[config.mk]
export PLATFORM = sky130hd
export DESIGN_NAME = pipelined_request_window
export DESIGN_NICKNAME = d
export VERILOG_FILES = /design/src/rtl/prw_pkg.sv /design/src/rtl/prw_front.sv /design/src/rtl/prw_queue.sv /design/src/rtl/prw_back.sv /design/src/rtl/pipelined_request_window.sv
export SDC_FILE = /design/constraint.sdc
export NUM_CORES = 1
export LEC_CHECK = 0
export ABC_CLOCK_PERIOD_IN_PS = 6090
export CAP_MARGIN = 10
export CORE_MARGIN = 4
export CORE_UTILIZATION = 55
export CTS_BUF_LIST = sky130_fd_sc_hd__clkbuf_4
export DETAILED_ROUTE_END_ITERATION = 8
export DONT_BUFFER_PORTS = 1
export PLACE_DENSITY_LB_ADDON = 0.2
export SYNTH_ARGS = -nofsm -noshare
export SYNTH_HDL_FRONTEND = slang
export SYNTH_SLANG_ARGS = --single-unit
[constraint.sdc]
create_clock -name clk -period 6.09 [get_ports clk]
set_input_delay 1.5225 -clock clk [delete_from_list [all_inputs] [get_ports clk]]
set_output_delay 1.5225 -clock clk [all_outputs]
set_load 0.02 [all_outputs]
[src/rtl/prw_pkg.sv]
`timescale 1ns / 1ps
package prw_pkg;

  localparam int SLOTS    = 4;
  localparam int SLOT_W   = (SLOTS > 1) ? $clog2(SLOTS) : 1;
  localparam int SEQ_BITS = 16;
  localparam int TMO_W    = 20;
  localparam int STAT_W   = 16;
  localparam int QDEPTH   = 2;

  localparam logic [TMO_W-1:0] TIMEOUT_RESET = TMO_W'(500000);
  localparam logic [31:0]      LFSR_TAPS     = 32'h8020_0003;
  localparam logic [31:0]      LFSR_SEED     = 32'h0000_0001;

  localparam logic CFG_LAST_SEQ = 1'b0;
  localparam logic CFG_TIMEOUT  = 1'b1;

  typedef enum logic [1:0] {
    FUNC_START = 2'd0,
    FUNC_KICK  = 2'd1,
    FUNC_RECV  = 2'd2,
    FUNC_TICK  = 2'd3
  } func_t;

  typedef enum logic [1:0] {
    KIND_NEW   = 2'd0,
    KIND_RETRY = 2'd1,
    KIND_DONE  = 2'd2
  } kind_t;

  typedef struct packed {
    func_t                op;
    logic [SLOT_W-1:0]    slot;
    logic [SEQ_BITS-1:0]  seq;
  } cmd_t;

  function automatic logic [31:0] lfsr_step(input logic [31:0] v);
    lfsr_step = (v >> 1) ^ (v[0] ? LFSR_TAPS : 32'd0);
  endfunction

  function automatic logic [STAT_W-1:0] sat_inc(input logic [STAT_W-1:0] v);
    sat_inc = (&v) ? v : v + STAT_W'(1);
  endfunction

endpackage

[src/rtl/prw_front.sv]
`timescale 1ns / 1ps
module prw_front (
  input  logic                     start,
  input  logic [1:0]               func,
  input  logic [1:0]               slot_index,
  input  logic [15:0]              seq_num,
  input  logic                     name_matches,
  input  logic                     q_full,
  output logic                     busy,
  output logic                     push,
  output prw_pkg::cmd_t            push_cmd
);
  import prw_pkg::*;

  logic accept;
  logic keep;

  assign busy   = q_full;
  assign accept = start && !q_full;

  // drop items that can have no effect: kicks beyond the slots, foreign names
  always_comb begin
    keep = 1'b1;
    unique case (func_t'(func))
      FUNC_KICK:  keep = (32'(slot_index) < SLOTS);
      FUNC_RECV:  keep = name_matches;
      default:    keep = 1'b1;
    endcase
  end

  assign push          = accept && keep;
  assign push_cmd.op   = func_t'(func);
  assign push_cmd.slot = SLOT_W'(slot_index);
  assign push_cmd.seq  = SEQ_BITS'(seq_num);

endmodule

[src/rtl/prw_queue.sv]
`timescale 1ns / 1ps
module prw_queue (
  input  logic          clk,
  input  logic          rst,
  input  logic          push,
  input  prw_pkg::cmd_t push_cmd,
  input  logic          pop,
  output prw_pkg::cmd_t pop_cmd,
  output logic          empty,
  output logic          full
);
  import prw_pkg::*;

  localparam int PTR_W = (QDEPTH > 1) ? $clog2(QDEPTH) : 1;
  localparam int CNT_W = $clog2(QDEPTH + 1);

  cmd_t             entries [QDEPTH];
  logic [PTR_W-1:0] wr_ptr;
  logic [PTR_W-1:0] rd_ptr;
  logic [CNT_W-1:0] count;

  assign empty   = (count == '0);
  assign full    = (count == CNT_W'(QDEPTH));
  assign pop_cmd = entries[rd_ptr];

  always_ff @(posedge clk) begin
    if (push) begin
      entries[wr_ptr] <= push_cmd;
    end
  end

  always_ff @(posedge clk) begin
    if (rst) begin
      wr_ptr <= '0;
      rd_ptr <= '0;
      count  <= '0;
    end else begin
      if (push) begin
        wr_ptr <= (wr_ptr == PTR_W'(QDEPTH - 1)) ? '0 : wr_ptr + PTR_W'(1);
      end
      if (pop) begin
        rd_ptr <= (rd_ptr == PTR_W'(QDEPTH - 1)) ? '0 : rd_ptr + PTR_W'(1);
      end
      count <= count + CNT_W'(push) - CNT_W'(pop);
    end
  end

endmodule

[src/rtl/prw_back.sv]
`timescale 1ns / 1ps
module prw_back (
  input  logic                        clk,
  input  logic                        rst,
  input  prw_pkg::cmd_t               q_cmd,
  input  logic                        q_empty,
  output logic                        q_pop,
  input  logic [15:0]                 last_sequence,
  input  logic [19:0]                 timeout_ticks,
  output logic                        valid,
  output logic [1:0]                  kind,
  output logic [1:0]                  req_slot,
  output logic [15:0]                 req_seq,
  output logic [31:0]                 req_nonce,
  output logic [15:0]                 out_of_order_count,
  output logic [15:0]                 retry_count,
  output logic [15:0]                 received_count,
  output logic                        last
);
  import prw_pkg::*;

  typedef enum logic [1:0] {
    ST_IDLE = 2'b01,
    ST_RUN  = 2'b10
  } state_t;

  state_t              state, state_next;
  cmd_t                cmd;
  logic [SLOT_W-1:0]   cur, cur_next;

  logic [SEQ_BITS-1:0] slot_seq       [SLOTS];
  logic [SEQ_BITS-1:0] slot_seq_next  [SLOTS];
  logic [TMO_W-1:0]    slot_cd        [SLOTS];
  logic [TMO_W-1:0]    slot_cd_next   [SLOTS];
  logic [SLOTS-1:0]    slot_busy, slot_busy_next;

  logic [SEQ_BITS:0]   next_seq, next_seq_next;
  logic [SEQ_BITS:0]   prev_rx, prev_rx_next;
  logic [2:0]          active_slots, active_slots_next;
  logic [31:0]         lfsr, lfsr_next;
  logic [STAT_W-1:0]   ooo, ooo_next, retries, retries_next, recv, recv_next;

  logic                match_found;
  logic [SLOT_W-1:0]   match_idx;
  logic [SLOT_W-1:0]   sel;
  logic                later_idle, later_expire;
  logic                window_open, window_open_after;
  logic [TMO_W-1:0]    tload;
  logic                finishing;

  logic                emit, e_last;
  kind_t               e_kind;
  logic [SEQ_BITS-1:0] e_seq;
  logic [31:0]         e_nonce;

  assign tload             = (timeout_ticks == '0) ? TMO_W'(1) : timeout_ticks;
  assign window_open       = (next_seq <= {1'b0, last_sequence});
  assign window_open_after = ((next_seq + (SEQ_BITS+1)'(1)) <= {1'b0, last_sequence});

  always_comb begin
    match_found  = 1'b0;
    match_idx    = '0;
    later_idle   = 1'b0;
    later_expire = 1'b0;
    for (int i = SLOTS - 1; i >= 0; i--) begin
      if (slot_busy[i] && slot_seq[i] == cmd.seq) begin
        match_found = 1'b1;
        match_idx   = SLOT_W'(i);
      end
    end
    for (int i = 0; i < SLOTS; i++) begin
      if (SLOT_W'(i) > cur) begin
        if (!slot_busy[i]) later_idle = 1'b1;
        if (slot_busy[i] && slot_cd[i] <= TMO_W'(1)) later_expire = 1'b1;
      end
    end
  end

  assign sel       = (cmd.op == FUNC_RECV) ? match_idx : cur;
  assign finishing = (state == ST_RUN) &&
                     ((cmd.op == FUNC_KICK) || (cmd.op == FUNC_RECV) ||
                      (cur == SLOT_W'(SLOTS - 1)));
  assign q_pop     = !q_empty && ((state == ST_IDLE) || finishing);

  always_comb begin
    slot_seq_next      = slot_seq;
    slot_cd_next       = slot_cd;
    slot_busy_next     = slot_busy;
    next_seq_next      = next_seq;
    prev_rx_next       = prev_rx;
    active_slots_next  = active_slots;
    lfsr_next          = lfsr;
    ooo_next           = ooo;
    retries_next       = retries;
    recv_next          = recv;
    emit               = 1'b0;
    e_last             = 1'b1;
    e_kind             = KIND_NEW;
    e_seq              = slot_seq[sel];
    e_nonce            = lfsr_step(lfsr);

    if (state == ST_RUN) begin
      case (cmd.op)
        FUNC_START, FUNC_KICK: begin
          if (!slot_busy[sel] && window_open) begin
            slot_busy_next[sel] = 1'b1;
            if (active_slots < 3'd7) active_slots_next = active_slots + 3'd1;
            slot_seq_next[sel]  = next_seq[SEQ_BITS-1:0];
            slot_cd_next[sel]   = tload;
            next_seq_next       = next_seq + (SEQ_BITS+1)'(1);
            lfsr_next           = lfsr_step(lfsr);
            emit                = 1'b1;
            e_seq               = next_seq[SEQ_BITS-1:0];
            e_last              = (cmd.op == FUNC_KICK) ||
                                  !(later_idle && window_open_after);
          end
        end
        FUNC_RECV: begin
          if (match_found) begin
            recv_next = sat_inc(recv);
            if ({1'b0, cmd.seq} != prev_rx + (SEQ_BITS+1)'(1)) begin
              ooo_next = sat_inc(ooo);
            end
            prev_rx_next = {1'b0, cmd.seq};
            if (!window_open) begin
              slot_busy_next[sel] = 1'b0;
              slot_cd_next[sel]   = '0;
              if (active_slots != 3'd0) active_slots_next = active_slots - 3'd1;
              if (active_slots_next == 3'd0) begin
                emit    = 1'b1;
                e_kind  = KIND_DONE;
                e_seq   = cmd.seq;
                e_nonce = '0;
              end
            end else begin
              slot_seq_next[sel] = next_seq[SEQ_BITS-1:0];
              slot_cd_next[sel]  = tload;
              next_seq_next      = next_seq + (SEQ_BITS+1)'(1);
              lfsr_next          = lfsr_step(lfsr);
              emit               = 1'b1;
              e_seq              = next_seq[SEQ_BITS-1:0];
            end
          end
        end
        default: begin
          if (slot_busy[sel]) begin
            if (slot_cd[sel] <= TMO_W'(1)) begin
              retries_next      = sat_inc(retries);
              slot_cd_next[sel] = tload;
              lfsr_next         = lfsr_step(lfsr);
              emit              = 1'b1;
              e_kind            = KIND_RETRY;
              e_last            = !later_expire;
            end else begin
              slot_cd_next[sel] = slot_cd[sel] - TMO_W'(1);
            end
          end
        end
      endcase
    end
  end

  always_comb begin
    state_next = state;
    cur_next   = cur;
    if (q_pop) begin
      state_next = ST_RUN;
      cur_next   = (q_cmd.op == FUNC_KICK) ? q_cmd.slot : '0;
    end else if (finishing) begin
      state_next = ST_IDLE;
    end else if (state == ST_RUN) begin
      cur_next = cur + SLOT_W'(1);
    end
  end

  always_ff @(posedge clk) begin
    if (q_pop) begin
      cmd <= q_cmd;
    end
    cur       <= cur_next;
    slot_seq  <= slot_seq_next;
    kind      <= e_kind;
    req_slot  <= 2'(sel);
    req_seq   <= e_seq;
    req_nonce <= e_nonce;
    last      <= e_last;
    out_of_order_count <= ooo_next;
    retry_count        <= retries_next;
    received_count     <= recv_next;
  end

  always_ff @(posedge clk) begin
    if (rst) begin
      state         <= ST_IDLE;
      slot_busy     <= '0;
      next_seq      <= '0;
      prev_rx       <= '1;
      active_slots  <= '0;
      lfsr          <= LFSR_SEED;
      ooo           <= '0;
      retries       <= '0;
      recv          <= '0;
      valid         <= 1'b0;
      for (int i = 0; i < SLOTS; i++) begin
        slot_cd[i] <= '0;
      end
    end else begin
      state         <= state_next;
      slot_busy     <= slot_busy_next;
      slot_cd       <= slot_cd_next;
      next_seq      <= next_seq_next;
      prev_rx       <= prev_rx_next;
      active_slots  <= active_slots_next;
      lfsr          <= lfsr_next;
      ooo           <= ooo_next;
      retries       <= retries_next;
      recv          <= recv_next;
      valid         <= emit;
    end
  end

endmodule

[src/rtl/pipelined_request_window.sv]
`timescale 1ns / 1ps
// Request window: four slots keep segment requests outstanding.
// Event channel: drive func/slot_index/seq_num/name_matches with start high;
// the transfer happens at an edge where start is high and busy is low.
// busy rises only when the two-entry event queue is full.
// Result channel: valid marks each result for exactly one cycle; last flags
// the final result of an event. The receiver cannot stall, so nothing waits.
// An event taken while the back end is free passes the queue, then one slot
// step, then the output register, before its result appears.
// Start and tick events visit every slot, one per cycle; kick and
// received-segment events visit a single slot. Events that can have no
// effect (foreign names, kicks past the slots) never enter the queue.
// Registers on the APB port: 0x0 last_sequence, 0x4 timeout_ticks. Write them
// only while no event is in flight.
// Reset (rst, synchronous) empties the queue, frees all slots, clears the
// statistics, seeds the nonce generator with 1 and restores the registers.
module pipelined_request_window (
  input  logic        clk,
  input  logic        rst,
  input  logic        start,
  output logic        busy,
  input  logic [1:0]  func,
  input  logic [1:0]  slot_index,
  input  logic [15:0] seq_num,
  input  logic        name_matches,
  output logic        valid,
  output logic [1:0]  kind,
  output logic [1:0]  req_slot,
  output logic [15:0] req_seq,
  output logic [31:0] req_nonce,
  output logic [15:0] out_of_order_count,
  output logic [15:0] retry_count,
  output logic [15:0] received_count,
  output logic        last,
  input  logic        psel,
  input  logic        penable,
  input  logic        pwrite,
  input  logic [2:0]  paddr,
  input  logic [31:0] pwdata,
  output logic [31:0] prdata,
  output logic        pready
);
  import prw_pkg::*;

  logic [15:0]      last_sequence;
  logic [TMO_W-1:0] timeout_ticks;
  logic             cfg_write;

  logic             q_full, q_empty, push, pop;
  cmd_t             push_cmd, pop_cmd;

  assign pready    = 1'b1;
  assign cfg_write = psel && penable && pwrite && pready;

  always_ff @(posedge clk) begin
    if (rst) begin
      last_sequence <= '0;
      timeout_ticks <= TIMEOUT_RESET;
    end else if (cfg_write) begin
      if (paddr[2] == CFG_LAST_SEQ) last_sequence <= pwdata[15:0];
      else                          timeout_ticks <= pwdata[TMO_W-1:0];
    end
  end

  assign prdata = (paddr[2] == CFG_TIMEOUT) ? {{(32-TMO_W){1'b0}}, timeout_ticks}
                                            : {16'd0, last_sequence};

  prw_front u_front (
    .start        (start),
    .func         (func),
    .slot_index   (slot_index),
    .seq_num      (seq_num),
    .name_matches (name_matches),
    .q_full       (q_full),
    .busy         (busy),
    .push         (push),
    .push_cmd     (push_cmd)
  );

  prw_queue u_queue (
    .clk      (clk),
    .rst      (rst),
    .push     (push),
    .push_cmd (push_cmd),
    .pop      (pop),
    .pop_cmd  (pop_cmd),
    .empty    (q_empty),
    .full     (q_full)
  );

  prw_back u_back (
    .clk                (clk),
    .rst                (rst),
    .q_cmd              (pop_cmd),
    .q_empty            (q_empty),
    .q_pop              (pop),
    .last_sequence      (last_sequence),
    .timeout_ticks      (timeout_ticks),
    .valid              (valid),
    .kind               (kind),
    .req_slot           (req_slot),
    .req_seq            (req_seq),
    .req_nonce          (req_nonce),
    .out_of_order_count (out_of_order_count),
    .retry_count        (retry_count),
    .received_count     (received_count),
    .last               (last)
  );

endmodule
==> summary.md <==
| Metric | Value |
|---|---|
| Fin crit period | `6000 ps` |
| GRT Resource Usage Total | `0.310` |
| Worst path required time | `6840 ps` |
| Critical Path AT | `6750 ps` |
| Vias in the first global route | `19700` |
| Vias/cell | `6.30` |
| CTS buffer count | `120` |
| Via Count | `20700` |
| YS warnings | `0` |
| F_max | `0.167 GHz` |
| Synthesized area per cell | `8.97 sq um` |
| Crit-path max FO | `13` |
| Overall power | `11400 uW` |
| Drt drc | `0` |
| Area grow syn2layout | `8.20%` |
| Unrepaired setup endpoints after global routing | `no` |
| Top cells by area, synth | `dfxtp_1 29%, edfxtp_1 16%, nand2_1 6.2%` |
| Delay-heaviest family, CP | `simple AND/OR/NAND/NOR gates` |
| Slew at the pin closest to its max-slew limit | `1170 ps` |
| Root Buffer | `clkbuf_4` |
| Most common library cells after synthesis | `388 x nand2_1, 346 x dfxtp_1, 220 x nor2_1` |
| Top FF cell, synth | `dfxtp_1` |
| Unique masters post-synth | `102` |
| DIE HEIGHT | `215 um` |
| Hold Path Class | `reg -> reg` |
| Post-synthesis sequential area ratio | `0.451` |
| Die area | `46300 sq um` |
| Final setup fails | `0` |
| Slowest cell on crit path | `nand3_1` |
| Clock skew | `111 ps` |
| CTS clk-pin slew, worst paths | `60 ps` |
| Gpl congestion | `0.994` |
| Clock Sinks | `470` |
| Status | `finished, final reports clean` |
| IO buf count | `0` |
| Total grt overflow | `0` |
| IO Count | `198` |
| Fill cell count | `3680` |
| CP max stage delay | `700 ps` |
| Final TNS setup | `0 ps` |
| Fraction of layout cells with a size suffix above 1 | `0.128` |
| Ys async rst share | `0` |
| WHS | `441 ps` |
| Worst setup path class | `reg -> reg` |
| Period Utilization, post-route | `0.985` |
| Chip Width | `215 um` |
| Power per cell area | `445 nW/um^2` |
| Initial core utilization | `0.559` |
| Maximum buffer depth of the clock tree | `3` |
| Slew margin rel. | `0.216` |
| Post-CTS Setup Bufs | `0` |
| Routed Antenna Nets | `0` |
| First-pass GRT wire length | `113000 um` |
| Post-synth EDFFs | `124` |
| Mapped Cells | `2632` |
| Yosys top cell area share | `0.293` |
| Leak | `0.00978 uW` |
| Post-synthesis instance area | `23600 sq um` |
| Util after Layout | `0.605` |
| CP startpoint kind | `register` |
| Flops & latches, synth | `470` |
| Core area | `42200 sq um` |
| Final WL | `74800 um` |
| Net count reported at finish | `2770` |
| Largest net degree at the start of global routing | `104` |
| Count leader, synth | `nand2_1` |
| Most area-hungry cell type in the Yosys netlist | `dfxtp_1` |
| Max_cap viols | `0` |
| CP Cell Sequence | `xnor2_1, nand4_1, or4_4, o2bb2a_2, nor3_2, a2111o_1, nand2_1, inv_1, ha_1, nor2_1, a21oi_1, and4_1, nand3_1, o21ai_1, o21ai_0, a32o_1` |
| 1st-iter DRT viols | `2359` |
| CTS-repair resized insts | `0` |
| CTS Hold Bufs | `0` |
| # H-tree levels | `3` |
| Final hold violation count | `0` |
| Fin. max-slew vios | `0` |
| Pre-antenna DRT Iters | `6` |
| CTS tree | `yes` |
| Worst skew pair latency | `940 ps` |
| Routed wire per std cell | `22.7 um` |
| Initial antenna violation count | `2` |
| Site Rows | `75` |
| Worst Path Buf+Inv | `1` |
| Worst IR Drop VDD | `0.000285 V` |
| Worst Setup End Kind | `register` |
| Post-DP HPWL | `52100 um` |
[flip-flops by register name (all words and copies together), names as in the netlist, 3 cells and up, named ones only]
signal,count
u_back.slot_cd,80
u_back.received_count,16
u_back.lfsr,32
u_back.retries,16
u_back.cmd,18
u_back.recv,16
u_back.prev_rx,17
timeout_ticks,20
u_back.req_nonce,32
u_back.out_of_order_count,16
u_back.ooo,16
last_sequence,16
u_queue.entries,40
u_back.slot_seq,64
u_back.req_seq,16
u_back.retry_count,16
u_back.active_slots,3
u_back.next_seq,17
[routing by layer]
metal	share of wire	track usage	wire (um)
met2	0.44	0.475	32700
met3	0.12	0.101	8640
met1	0.40	0.406	30200
met4	0.044	0.129	3270
met5	0	0	0
[final timing paths]
kind,startpoint,cells after the start,slack (ps),endpoint
max,u_back.cmd[12]$_DFFE_PP_,16,90,u_back.slot_cd[0]$_SDFFE_PP0P_
min reg2reg,u_back.retries[9]$_SDFF_PP0_,1,440,u_back.retry_count[9]$_DFF_P_
max reg2reg,u_back.cmd[12]$_DFFE_PP_,16,90,u_back.slot_cd[0]$_SDFFE_PP0P_
min,u_back.retries[9]$_SDFF_PP0_,1,440,u_back.retry_count[9]$_DFF_P_
[power by group]
part	leakage (uW)	internal [uW]	switching [uW]	total, uW
logic	0.00490	1470	3350	4830
clock network	0.000930	1400	1330	2730
registers	0.00395	3450	365	3810
total	0.00978	6320	5040	11400
[cells by family after synthesis]
group / Yosys count / synth area share
AO/OA/AOI/OAI: 652 / 0.183
XOR/XNOR: 164 / 0.0615
adder cells (fa/ha/maj): 52 / 0.0275
buffers and inverters: 248 / 0.0483
flip-flops: 470 / 0.451
multiplexers: 73 / 0.0334
other: 2 / 0.000318
AND/OR/NAND/NOR: 971 / 0.195
[metrics by stage]
step                setup WS [ps]  instance area, sq um  cells
finish                       90.9                 25600   3290
CTS                           386                 25500   3288
floorplan                    1820                 23700   2643
global placement              551                 24000   3073
global route                 51.9                 25600   3290
detailed placement            435                 24000   3073
[final cells by class]
class                           count  area [sq um]  area share
Timing Repair Buffer               68           510      0.0200
Clock buffer                      166          1250      0.0488
Inverter                           71           267      0.0104
Multi-Input combinational cell   1925         11900       0.465
Sequential cell                   470         10700       0.417
Antenna cell                        2          5.00    0.000196
Tap cell                          539           674      0.0264
Clock inverter                     49           317      0.0124
[layout by cell type (no fill, tap or decap), drive strengths merged, types with 40 or more instances in the layout]
| cell type | instances |
|---|---|
| clkbuf | 166 |
| ha | 52 |
| and2 | 63 |
| inv | 74 |
| o21ai | 137 |
| buf | 68 |
| nand4 | 40 |
| edfxtp | 124 |
| a21oi | 212 |
| clkinv | 43 |
| nor2 | 220 |
| nand3 | 69 |
| dfxtp | 346 |
| xnor2 | 128 |
| nand2 | 388 |
Note: power is estimated with default switching activity, not from simulation.
